## src/hw/rtl/clsr_pkg.sv

```systemverilog
`timescale 1ns / 1ps
`default_nettype none

package clsr_pkg;

   // field widths
   localparam int SEED_W   = 32;
   localparam int SAMPLE_W = 31;
   localparam int PROD_W   = SAMPLE_W + 16;

   // first generator: 40014 mod 2^31 - 85
   localparam logic [SAMPLE_W-1:0] MOD_A  = 31'd2147483563;
   localparam logic [15:0]         MUL_A  = 16'd40014;
   localparam logic [7:0]          FOLD_A = 8'd85;

   // second generator: 40692 mod 2^31 - 249
   localparam logic [SAMPLE_W-1:0] MOD_B  = 31'd2147483399;
   localparam logic [15:0]         MUL_B  = 16'd40692;
   localparam logic [7:0]          FOLD_B = 8'd249;

   // largest sample value, one below the first modulus
   localparam logic [SAMPLE_W-1:0] TOP_OUT = 31'd2147483562;

   typedef enum logic [2:0] {
      ST_IDLE,
      ST_LOAD,
      ST_WAIT,
      ST_STEP,
      ST_PREP,
      ST_READ,
      ST_DONE
   } state_type;

endpackage

`default_nettype wire

```

## src/hw/rtl/clsr_chan_ifs.sv

```systemverilog
`timescale 1ns / 1ps
`default_nettype none

// request channel: one word asks for one draw
interface clsr_req_if import clsr_pkg::*; ();
   logic valid;
   logic ready;
   logic restart;

   modport source (output valid, output restart, input ready);
   modport sink   (input valid, input restart, output ready);
endinterface

// response channel: one word per draw
interface clsr_rsp_if import clsr_pkg::*; ();
   logic                valid;
   logic                ready;
   logic [SAMPLE_W-1:0] sample;

   modport source (output valid, output sample, input ready);
   modport sink   (input valid, input sample, output ready);
endinterface

// seed register write channel
interface clsr_csr_if import clsr_pkg::*; ();
   logic              valid;
   logic              ready;
   logic [SEED_W-1:0] data;

   modport source (output valid, output data, input ready);
   modport sink   (input valid, input data, output ready);
endinterface

`default_nettype wire

```

## src/hw/rtl/combined_lcg_shuffle_rng_unit.sv

```systemverilog
`timescale 1ns / 1ps
`default_nettype none

// Combined two-generator random number source with a shuffle table. Each
// request word returns one sample in 1..2147483562 (uniform value is
// sample / 2147483563). A draw reads the shuffle table memory in ST_READ at
// the slot chosen by the previous sample, then ST_DONE, once the response
// side keeps up, computes the new sample and writes the slot back; the next
// request is taken only then, and the following slot depends on that sample.
// Both generator products are registered every cycle from the generator
// state, so they are ready when a draw begins. A start-up run of ST_LOAD,
// then a ST_WAIT and ST_STEP pair per generator step for TABLE_SIZE +
// WARMUP_STEPS steps through the same multiplier, then ST_PREP, happens
// before the draw after reset or when restart is set, filling every table
// entry before any is read. The seed register resets to -1; write it only while the block is idle.
module combined_lcg_shuffle_rng_unit import clsr_pkg::*; #(
   parameter int TABLE_SIZE   = 32,
   parameter int WARMUP_STEPS = 8
) (
   input  wire logic   clock,
   input  wire logic   reset,
   clsr_req_if.sink    req_if,
   clsr_rsp_if.source  rsp_if,
   clsr_csr_if.sink    csr_if
);

   localparam int     IDX_W    = $clog2(TABLE_SIZE);
   localparam int     STEPS    = TABLE_SIZE + WARMUP_STEPS;
   localparam int     CNT_W    = $clog2(STEPS + 1);
   localparam longint SLOT_DIV = 64'd1 + longint'(TOP_OUT) / TABLE_SIZE;

   // fold a product back below the modulus: 2^31 is congruent to fold
   function automatic logic [SAMPLE_W-1:0] lcg_fold(
      input logic [PROD_W-1:0]   prod,
      input logic [7:0]          fold,
      input logic [SAMPLE_W-1:0] modulus
   );
      logic [SAMPLE_W:0] sum;
      sum = {1'b0, prod[SAMPLE_W-1:0]}
          + (SAMPLE_W + 1)'(prod[PROD_W-1:SAMPLE_W] * fold);
      if (sum >= {1'b0, modulus}) begin
         sum = sum - {1'b0, modulus};
      end
      return sum[SAMPLE_W-1:0];
   endfunction

   state_type state_ff, state_in;

   logic [SEED_W-1:0]   seed_ff, seed_in;
   logic [SAMPLE_W-1:0] first_ff, first_in;
   logic [SAMPLE_W-1:0] second_ff, second_in;
   logic [SAMPLE_W-1:0] last_output_ff, last_output_in;
   logic                needs_start_ff, needs_start_in;
   logic [CNT_W-1:0]    cnt_ff, cnt_in;
   logic [PROD_W-1:0]   prod_a_ff, prod_a_in;
   logic [PROD_W-1:0]   prod_b_ff, prod_b_in;
   logic [IDX_W-1:0]    slot_ff, slot_in;
   logic [SAMPLE_W-1:0] rdata_ff;
   logic                rsp_valid_ff, rsp_valid_in;
   logic [SAMPLE_W-1:0] sample_ff, sample_in;

   logic [SAMPLE_W-1:0] table_mem [TABLE_SIZE];

   logic                accept;
   logic                start_need;
   logic                done_go;
   logic                load_seed;
   logic                mem_we;
   logic [IDX_W-1:0]    mem_waddr;
   logic [SAMPLE_W-1:0] mem_wdata;
   logic [SAMPLE_W-1:0] fold_a;
   logic [SAMPLE_W-1:0] fold_b;
   logic [SAMPLE_W-1:0] start_val;
   logic [SEED_W:0]     seed_neg;
   logic [TABLE_SIZE:0] above;
   logic [IDX_W-1:0]    slot_idx;
   logic [SEED_W-1:0]   diff;
   logic [SEED_W-1:0]   diff_wrap;
   logic [SAMPLE_W-1:0] draw_y;

   // handshake decode
   always_comb begin
      done_go    = (state_ff == ST_DONE) && (!rsp_valid_ff || rsp_if.ready);
      accept     = req_if.valid && ((state_ff == ST_IDLE) || done_go);
      start_need = req_if.restart || needs_start_ff || (last_output_ff == '0);
      load_seed  = (state_ff == ST_LOAD);
   end

   assign req_if.ready  = (state_ff == ST_IDLE) || done_go;
   assign rsp_if.valid  = rsp_valid_ff;
   assign rsp_if.sample = sample_ff;
   assign csr_if.ready  = 1'b1;

   // next state
   always_comb begin
      state_in = state_ff;
      unique case (state_ff)
         ST_IDLE: begin
            if (accept) begin
               state_in = start_need ? ST_LOAD : ST_READ;
            end
         end
         ST_LOAD: state_in = ST_WAIT;
         ST_WAIT: state_in = ST_STEP;
         ST_STEP: state_in = (cnt_ff == '0) ? ST_PREP : ST_WAIT;
         ST_PREP: state_in = ST_READ;
         ST_READ: state_in = ST_DONE;
         ST_DONE: begin
            if (done_go) begin
               if (accept) begin
                  state_in = start_need ? ST_LOAD : ST_READ;
               end else begin
                  state_in = ST_IDLE;
               end
            end
         end
         default: state_in = ST_IDLE;
      endcase
   end

   // start value from a negative seed as its magnitude, saturated at the top; a non-negative seed gives 1
   always_comb begin
      seed_neg = (SEED_W + 1)'(0) - {seed_ff[SEED_W-1], seed_ff};
      if (!seed_ff[SEED_W-1]) begin
         start_val = SAMPLE_W'(1);
      end else if (seed_neg > (SEED_W + 1)'(TOP_OUT)) begin
         start_val = TOP_OUT;
      end else begin
         start_val = seed_neg[SAMPLE_W-1:0];
      end
   end

   // generator products are registered from the generator state and folded here
   always_comb begin
      prod_a_in = PROD_W'(first_ff) * PROD_W'(MUL_A);
      prod_b_in = PROD_W'(second_ff) * PROD_W'(MUL_B);
      fold_a    = lcg_fold(prod_a_ff, FOLD_A, MOD_A);
      fold_b    = lcg_fold(prod_b_ff, FOLD_B, MOD_B);
   end

   // slot = last_output / SLOT_DIV through a row of constant compares
   always_comb begin
      above[0]          = 1'b1;
      above[TABLE_SIZE] = 1'b0;
      for (int k = 1; k < TABLE_SIZE; k++) begin
         above[k] = last_output_ff >= SAMPLE_W'(longint'(k) * SLOT_DIV);
      end
      slot_idx = '0;
      for (int k = 0; k < TABLE_SIZE; k++) begin
         if (above[k] && !above[k+1]) begin
            slot_idx = slot_idx | IDX_W'(k);
         end
      end
   end

   // table entry minus second generator, wrapped into 1..TOP_OUT
   always_comb begin
      diff      = SEED_W'(rdata_ff) - SEED_W'(second_ff);
      diff_wrap = SEED_W'(rdata_ff) + SEED_W'(TOP_OUT) - SEED_W'(second_ff);
      if (diff[SEED_W-1] || (diff == '0)) begin
         draw_y = diff_wrap[SAMPLE_W-1:0];
      end else begin
         draw_y = diff[SAMPLE_W-1:0];
      end
   end

   // memory write: fill during start-up, refill the drawn slot
   always_comb begin
      mem_we    = 1'b0;
      mem_waddr = slot_ff;
      mem_wdata = first_ff;
      if (state_ff == ST_STEP) begin
         mem_we    = (cnt_ff < CNT_W'(TABLE_SIZE));
         mem_waddr = cnt_ff[IDX_W-1:0];
         mem_wdata = fold_a;
      end else if (done_go) begin
         mem_we = 1'b1;
      end
   end

   // register next values
   always_comb begin
      seed_in        = csr_if.valid ? csr_if.data : seed_ff;
      first_in       = first_ff;
      second_in      = second_ff;
      last_output_in = last_output_ff;
      needs_start_in = needs_start_ff;
      cnt_in         = cnt_ff;
      slot_in        = slot_ff;
      sample_in      = sample_ff;
      rsp_valid_in   = rsp_valid_ff && !rsp_if.ready;

      if (load_seed) begin
         first_in  = start_val;
         second_in = start_val;
         cnt_in    = CNT_W'(STEPS - 1);
      end

      if (state_ff == ST_STEP) begin
         first_in = fold_a;
         cnt_in   = cnt_ff - CNT_W'(1);
         if (cnt_ff == '0) begin
            last_output_in = fold_a;
            needs_start_in = 1'b0;
         end
      end

      if (state_ff == ST_READ) begin
         first_in  = fold_a;
         second_in = fold_b;
         slot_in   = slot_idx;
      end

      if (done_go) begin
         last_output_in = draw_y;
         sample_in      = draw_y;
         rsp_valid_in   = 1'b1;
      end
   end

   // control registers
   always_ff @(posedge clock) begin
      if (reset) begin
         state_ff       <= ST_IDLE;
         seed_ff        <= '1;
         first_ff       <= '0;
         second_ff      <= '0;
         last_output_ff <= '0;
         needs_start_ff <= 1'b1;
         rsp_valid_ff   <= 1'b0;
      end else begin
         state_ff       <= state_in;
         seed_ff        <= seed_in;
         first_ff       <= first_in;
         second_ff      <= second_in;
         last_output_ff <= last_output_in;
         needs_start_ff <= needs_start_in;
         rsp_valid_ff   <= rsp_valid_in;
      end
   end

   // datapath registers
   always_ff @(posedge clock) begin
      cnt_ff    <= cnt_in;
      prod_a_ff <= prod_a_in;
      prod_b_ff <= prod_b_in;
      slot_ff   <= slot_in;
      sample_ff <= sample_in;
   end

   // shuffle table: read in ST_READ, written back at the same slot in ST_DONE once the response register is free,
   // so the next read always sees the write-back
   always_ff @(posedge clock) begin
      if (mem_we) begin
         table_mem[mem_waddr] <= mem_wdata;
      end
      if (state_ff == ST_READ) begin
         rdata_ff <= table_mem[slot_idx];
      end
   end

   // products must match the generator state whenever they are folded
   a_prod_a_fresh: assert property (@(posedge clock) disable iff (reset)
      (state_ff == ST_STEP || state_ff == ST_READ)
         |-> (prod_a_ff == PROD_W'(first_ff) * PROD_W'(MUL_A)))
      else $error("first product stale at fold");

   a_prod_b_fresh: assert property (@(posedge clock) disable iff (reset)
      (state_ff == ST_READ) |-> (prod_b_ff == PROD_W'(second_ff) * PROD_W'(MUL_B)))
      else $error("second product stale at fold");

   // no draw reads the table before start-up has filled it
   a_filled_before_draw: assert property (@(posedge clock) disable iff (reset)
      (state_ff == ST_READ) |-> !needs_start_ff)
      else $error("draw before table fill");

   // a sample is in 1..TOP_OUT whenever the response valid rises
   a_sample_range: assert property (@(posedge clock) disable iff (reset)
      $rose(rsp_valid_ff) |-> (sample_ff != '0) && (sample_ff <= TOP_OUT))
      else $error("sample out of range");

endmodule

`default_nettype wire
```

## src/flat_wrapper.sv

```systemverilog
// flat-port wrapper written by rule: the top's interface ports become plain ports
module combined_lcg_shuffle_rng_unit_flat import clsr_pkg::*;
#(
   parameter int TABLE_SIZE   = 32,
   parameter int WARMUP_STEPS = 8
)
  (clock, reset, req_if_valid, req_if_restart, req_if_ready, rsp_if_valid, rsp_if_sample, rsp_if_ready, csr_if_valid, csr_if_data, csr_if_ready);
  clsr_req_if req_if_i ();
  clsr_rsp_if rsp_if_i ();
  clsr_csr_if csr_if_i ();
  input  wire logic clock;
  input  wire logic reset;
  input wire logic [$bits(req_if_i.valid)-1:0] req_if_valid;
  input wire logic [$bits(req_if_i.restart)-1:0] req_if_restart;
  output wire logic [$bits(req_if_i.ready)-1:0] req_if_ready;
  output wire logic [$bits(rsp_if_i.valid)-1:0] rsp_if_valid;
  output wire logic [$bits(rsp_if_i.sample)-1:0] rsp_if_sample;
  input wire logic [$bits(rsp_if_i.ready)-1:0] rsp_if_ready;
  input wire logic [$bits(csr_if_i.valid)-1:0] csr_if_valid;
  input wire logic [$bits(csr_if_i.data)-1:0] csr_if_data;
  output wire logic [$bits(csr_if_i.ready)-1:0] csr_if_ready;
  assign req_if_i.valid = req_if_valid;
  assign req_if_i.restart = req_if_restart;
  assign req_if_ready = req_if_i.ready;
  assign rsp_if_valid = rsp_if_i.valid;
  assign rsp_if_sample = rsp_if_i.sample;
  assign rsp_if_i.ready = rsp_if_ready;
  assign csr_if_i.valid = csr_if_valid;
  assign csr_if_i.data = csr_if_data;
  assign csr_if_ready = csr_if_i.ready;
  combined_lcg_shuffle_rng_unit #(.TABLE_SIZE(TABLE_SIZE), .WARMUP_STEPS(WARMUP_STEPS)) u_core (.clock(clock), .reset(reset), .req_if(req_if_i), .rsp_if(rsp_if_i), .csr_if(csr_if_i));
endmodule
```

## config.mk

```make
export PLATFORM = sky130hd
export DESIGN_NAME = combined_lcg_shuffle_rng_unit_flat
export DESIGN_NICKNAME = d
export VERILOG_FILES = /design/src/hw/rtl/clsr_pkg.sv /design/src/hw/rtl/clsr_chan_ifs.sv /design/src/hw/rtl/combined_lcg_shuffle_rng_unit.sv /design/src/flat_wrapper.sv
export SDC_FILE = /design/constraint.sdc
export NUM_CORES = 2
export LEC_CHECK = 0
export BUFFER_PORTS_ARGS = -buffer_cell sky130_fd_sc_hd__buf_2
export CORE_MARGIN = 5
export CORE_UTILIZATION = 41
export DETAILED_ROUTE_END_ITERATION = 16
export GPL_TIMING_DRIVEN = 0
export HOLD_SLACK_MARGIN = 0.15
export PLACE_DENSITY = 0.66
export SKIP_CTS_REPAIR_TIMING = 1
export SLEW_MARGIN = 20
export SYNTH_ARGS = -nofsm -noshare
export SYNTH_HDL_FRONTEND = slang
export SYNTH_SLANG_ARGS = --single-unit
```

## constraint.sdc

```tcl
create_clock -name clock -period 16.5 [get_ports clock]
set_input_delay 1.65 -clock clock [delete_from_list [all_inputs] [get_ports clock]]
set_output_delay 1.65 -clock clock [all_outputs]
set_load 0.01 [all_outputs]
```

* After elaboration in Yosys (flattened, before gate mapping) *
Memory sizes are Yosys's and may differ from the RTL's. A register that Yosys moved wholly into a read port is not among the register bits.
Cells that the tools add are included.

word-level totals
  flip-flop bits (word level) = 263
  bits in writable memories = 992
  input bits = 38
  word-level logic and storage cells = 219
  output and inout bits = 34
  memories kept = 1

memories
  name              words  width  rd ports  clocked after Yosys merged registers in  write ports  line                                 RTL
  u_core.table_mem  32     31     1         1                                        1            combined_lcg_shuffle_rng_unit.sv:62  logic [SAMPLE_W-1:0] table_mem [TABLE_SIZE];

operators by class
  $mul = 4
  equal/unequal tests = 9
  magnitude comparators = 35
  mux-type cells = 67
  add/sub/neg operators = 9
  reductions and logical operators = 82

operator list
  operator                  count
  $ge A31 B31 Y1 const B    15
  $mux W31                  15
  $ge A31 B30 Y1 const B    8
  $ge A31 B29 Y1 const B    4
  $mux W5                   17
  $ge A32 B31 Y1 const B    2
  $ge A31 B28 Y1 const B    2
  $sub A31 B31 Y31 const B  2
  $mul A31 B15 Y46 const B  1
  $mul A31 B14 Y45 const B  1
  $mux W3                   13
  $gt A33 B31 Y1 const B    1
  $logic_and A1 B1 Y1       33
  $sub A1 B32 Y33 const A   1
  $add A31 B23 Y32          1
  $add A31 B24 Y32          1
  $logic_not A1 Y1          32
  $logic_not A32 Y1         1
  $mux W4                   8
  $sub A31 B31 Y32          1
  $add A31 B31 Y31 const B  1
  $ge A31 B26 Y1 const B    1
  $ge A31 B27 Y1 const B    1
  $logic_not A31 Y1         1
  other kinds (19)          43

* Longest topological paths before layout *
  depth in word-level cells = 34
  depth in mapped cells = 23
  gate-level depth less buffers = 23

* Worst setup path before layout *
No wires, ideal clock.

  path type = reg-to-reg
  start point = register u_core.prod_a_ff[36]
  end point = memory u_core.table_mem[0][23] (data pin)
  data arrival time = 6.544 ns
  library setup time = 0.454 ns
  cell stages (with the launch flop) = 19
  required time = 16.046 ns
  clock period less this slack = 6.998 ns
  path buffers = 1
  path slack = 9.502 ns
  cells stage by stage = dfxtp_1 ha_1 fa_1 inv_1 fa_1 fa_1 inv_1 ha_1 buf_2 nand3_1 nor4_2 o311ai_1 a31oi_2 xor2_1 nand4b_1 or4_1 or4_1 xnor2_1 o21ai_0

on the way
  word-level cells in the longest chain between the ends = 5
  elaborated cells between the ends (all ways) = 6
  classes of those cells = add/sub: 2; mul: 1; order compare: 1; mux: 2

RTL lines
  element                                             line                                                                      RTL
  start: declaration                                  combined_lcg_shuffle_rng_unit.sv:55                                       logic [PROD_W-1:0] prod_a_ff, prod_a_in;
  start signal: assignment                            combined_lcg_shuffle_rng_unit.sv:245                                      prod_a_ff <= prod_a_in;
  $mul A16 B7 Y23 (*)                                 combined_lcg_shuffle_rng_unit.sv:40                                       + (SAMPLE_W + 1)'(prod[PROD_W-1:SAMPLE_W] * fold);
  $add A31 B23 Y32 (*)                                combined_lcg_shuffle_rng_unit.sv:40
  $sub A31 B31 Y31 or $ge A32 B31 Y1 (tied branches)  combined_lcg_shuffle_rng_unit.sv:42, combined_lcg_shuffle_rng_unit.sv:41
  $mux W31 (*)                                        combined_lcg_shuffle_rng_unit.sv:41                                       if (sum >= {1'b0, modulus}) begin
  $mux W31 (*)                                        combined_lcg_shuffle_rng_unit.sv:172                                      if (state_ff == ST_STEP) begin
  named net u_core.mem_wdata[23]                      combined_lcg_shuffle_rng_unit.sv:70                                       logic [SAMPLE_W-1:0] mem_wdata;
  end: declaration                                    combined_lcg_shuffle_rng_unit.sv:62

The timed path passes the listed nets; every way through them passes the cells marked *.

* Worst setup path after layout *
  start point = register u_core.prod_a_ff[37]
  end point = memory u_core.table_mem[25][21] (data pin)

Same word-level chain as after synthesis.

==> impl_metrics.json <==
{
  "place.port_buffers": 69,
  "post_synth.cell_area_avg_um2": 11.6,
  "startpoint_to_endpoint_class_of_the_critical_path": "reg2reg",
  "setup_violations": 0,
  "clkSlewWorstSetupHoldPaths_ns": 0.06,
  "chipHeight_um": 442,
  "detailroute.via_count": 53400,
  "antenna_violations_before_repair": 7,
  "relSlewSlack": 0.169,
  "clock_tree.htree_level_count": 4,
  "max_freq_mhz": 131,
  "synth.mux.area_fraction": 0.0346,
  "critical_path.startpoint_type": "flip-flop",
  "setup_repair_after_global_routing_missed_its_margin": "no",
  "post-route-period-util": 0.462,
  "synth.ff_latch_count": 1286,
  "yosys.area_share.xor_xnor": 0.0272,
  "proportion_of_synthesized_chip_area_in_sequential_cells": 0.475,
  "place_inst": 9189,
  "routed_wl_um": 220000,
  "grt_pass1_vias": 53300,
  "finalHoldWorstSlack_ns": 0.446,
  "postSynth.asyncResetShare": 0,
  "postSynthCellCount": 6591,
  "antenna_left": 0,
  "finish.net_count": 7877,
  "clkLatencyLatePin_ns": 0.79,
  "grt_pass1_wl_um": 332000,
  "clkSinkCount": 1286,
  "worst_path_arrival_ns": 8.06,
  "layout-drive-gt1-share": 0.0765,
  "place_hpwl_um": 169000,
  "area_growth_syn_to_fin_pct": 12.5,
  "floorplan.core_area_um2": 186000,
  "viasPerCell": 5.66,
  "avgRoutedWirePerCell_um": 23.3,
  "initial_core_util": 0.413,
  "synth_area_leader_cell": "edfxtp_1",
  "groute.usage.overall": 0.220,
  "rows": 158,
  "post-synth-top-count-cell": "edfxtp_1",
  "slew_violations": 0,
  "drt_drc_violations_left": 0,
  "final_design_area_no_fill_um2": 86200,
  "synthesis.nets": 7619,
  "synth.area.top_cells": "edfxtp_1, fa_1, ha_1",
  "critical_path_peak_fanout": 32,
  "cts_buffers": 138,
  "synth-adder-area-share": 0.206,
  "hold_fails_final_rpt": 0,
  "worst_slew_pin_slew_ns": 1.23,
  "synth_compound_area_frac": 0.106,
  "run_status": "completed",
  "yosys.area_share.simple": 0.103,
  "max_cap_violations": 0,
  "placedInstanceArea_um2": 81700,
  "drt-pass1-iter-count": 9,
  "shortest_clock_period_the_worst_path_allows_after_layout_ns": 7.62,
  "synth_top_flop_cell": "edfxtp_1",
  "synth_top_family_by_area": "adder cells",
  "ioPinCount": 72,
  "hold_path_class": "reg2reg",
  "yosysWarnings": 0,
  "synth_edf_count": 1065,
  "finalSetupTns_ns": 0,
  "synthTopCellsByCount": "edfxtp_1, nand2_1, inv_1, ha_1, fa_1",
  "synth.lib_cells_used.distinct": 99,
  "die_w_um": 442,
  "grt.overflow.total": 0,
  "synth.cell_area_um2": 76600,
  "synthDominantCellAreaShare": 0.417,
  "fin_worst_skew_ns": 0.0526,
  "dieArea_um2": 196000,
  "initial_drc_count": 5310,
  "layout.cells.non_filler": 9438,
  "cts_tree": "yes",
  "data_required_time_of_the_worst_path_ns": 16.94,
  "grt_start_max_net_pins": 33,
  "ctsRootBufferMaster": "clkbuf_16",
  "clk_path_buf_depth": 3,
  "critPathCaptureType": "flip-flop",
  "global_placement_routability_congestion": 0.947
}
[critical path, stage by stage (launching register included)]
cell and delay [ns]:
dfxtp_1 0.46, ha_1 0.30, fa_1 0.52, inv_1 0.06
fa_1 0.52, fa_1 0.54, inv_1 0.05, ha_1 0.39
nand3_1 0.14, nor4_2 0.48, o311ai_1 0.20, a31oi_2 0.37
a21oi_1 0.22, xnor2_1 0.24, nor4bb_1 0.19, a41oi_1 0.54
clkbuf_1 0.47, nor3b_1 0.13, xnor2_1 0.64, nand2_1 0.15
nand2_2 0.62
[layout make-up]
cell class,count,area (um2)
diodes,2,5.00
plain buffers,252,1060
clock buffers,174,3650
clock inverters,73,878
fillers,16500,99400
inverters,694,2610
multi-input cells,4359,37000
flip-flops and latches,1286,36400
well taps,2480,3100
repair buffers,118,1500
[worst paths after layout]
| kind | start | end | slack, ns | cells after the start |
|---|---|---|---|---|
| max | u_core.prod_a_ff[37] | u_core.table_mem[25][21] | 8.88 | 20 |
| min | u_core.needs_start_ff | u_core.needs_start_ff | 0.45 | 2 |
| max reg2reg | u_core.prod_a_ff[37] | u_core.table_mem[25][21] | 8.88 | 20 |
| min reg2reg | u_core.needs_start_ff | u_core.needs_start_ff | 0.45 | 2 |
[logic make-up after synthesis]
family	count (synthesis)
and+or+nand+nor	1707
DFF	1286
AOI/OAI and AO/OA	1159
adders and majority gates	990
buffers and inverters	946
muxes	264
xor gates and xnor gates	238
other	1
[metal layers]
metal	wire length, um	global-route usage	vias to the layer above
met5	0	0	-
met4	10100	0.0865	0
met2	98800	0.344	2303
li1	-	-	24200
met3	18400	0.0415	434
met1	92900	0.304	26500
[flip-flops by register name (all words and copies together) (netlist names)]
name,flops
u_core.second_ff,31
u_core.table_mem,992
u_core.slot_ff,5
u_core.seed_ff,32
u_core.cnt_ff,6
u_core.rdata_ff,31
u_core.last_output_ff,31
u_core.prod_a_ff,46
u_core.rsp_if.valid,1
u_core.needs_start_ff,1
u_core.first_ff,31
u_core.state_ff,3
u_core.rsp_if.sample,31
u_core.prod_b_ff,45
[cells in the final DEF, fill, tap and decap left out, types with 44 or more instances in the layout]
cell type	synthesis	layout
edfxtp_1	1065	1065
nand2_1	811	793
inv_1	689	688
ha_1	540	540
fa_1	450	450
nor2_1	302	270
mux2i_1	254	254
a32oi_1	222	222
dfxtp_1	221	221
a21oi_1	219	219
clkbuf_1	164	195
o21ai_0	189	176
xnor2_1	171	171
clkbuf_16	0	139
buf_2	61	130
nand4_1	91	91
a21o_1	89	89
nand3_1	84	84
nor3_1	85	82
xor2_1	67	67
a211oi_1	65	65
a31oi_1	59	59
and2_1	51	51
nand2b_1	44	44
[per-stage QoR]
| stage | setup slack, ns | util |
|---|---|---|
| finish | 8.88 | 0.465 |
| global route | 8.44 | 0.465 |
| CTS | 8.57 | 0.464 |
| detailed placement | 8.60 | 0.440 |
| global placement | 6.12 | 0.431 |
| floorplan | 9.50 | - |
Power is not shown: default switching activity piles up to over one toggle a cycle in this logic, so the estimate is an artifact.
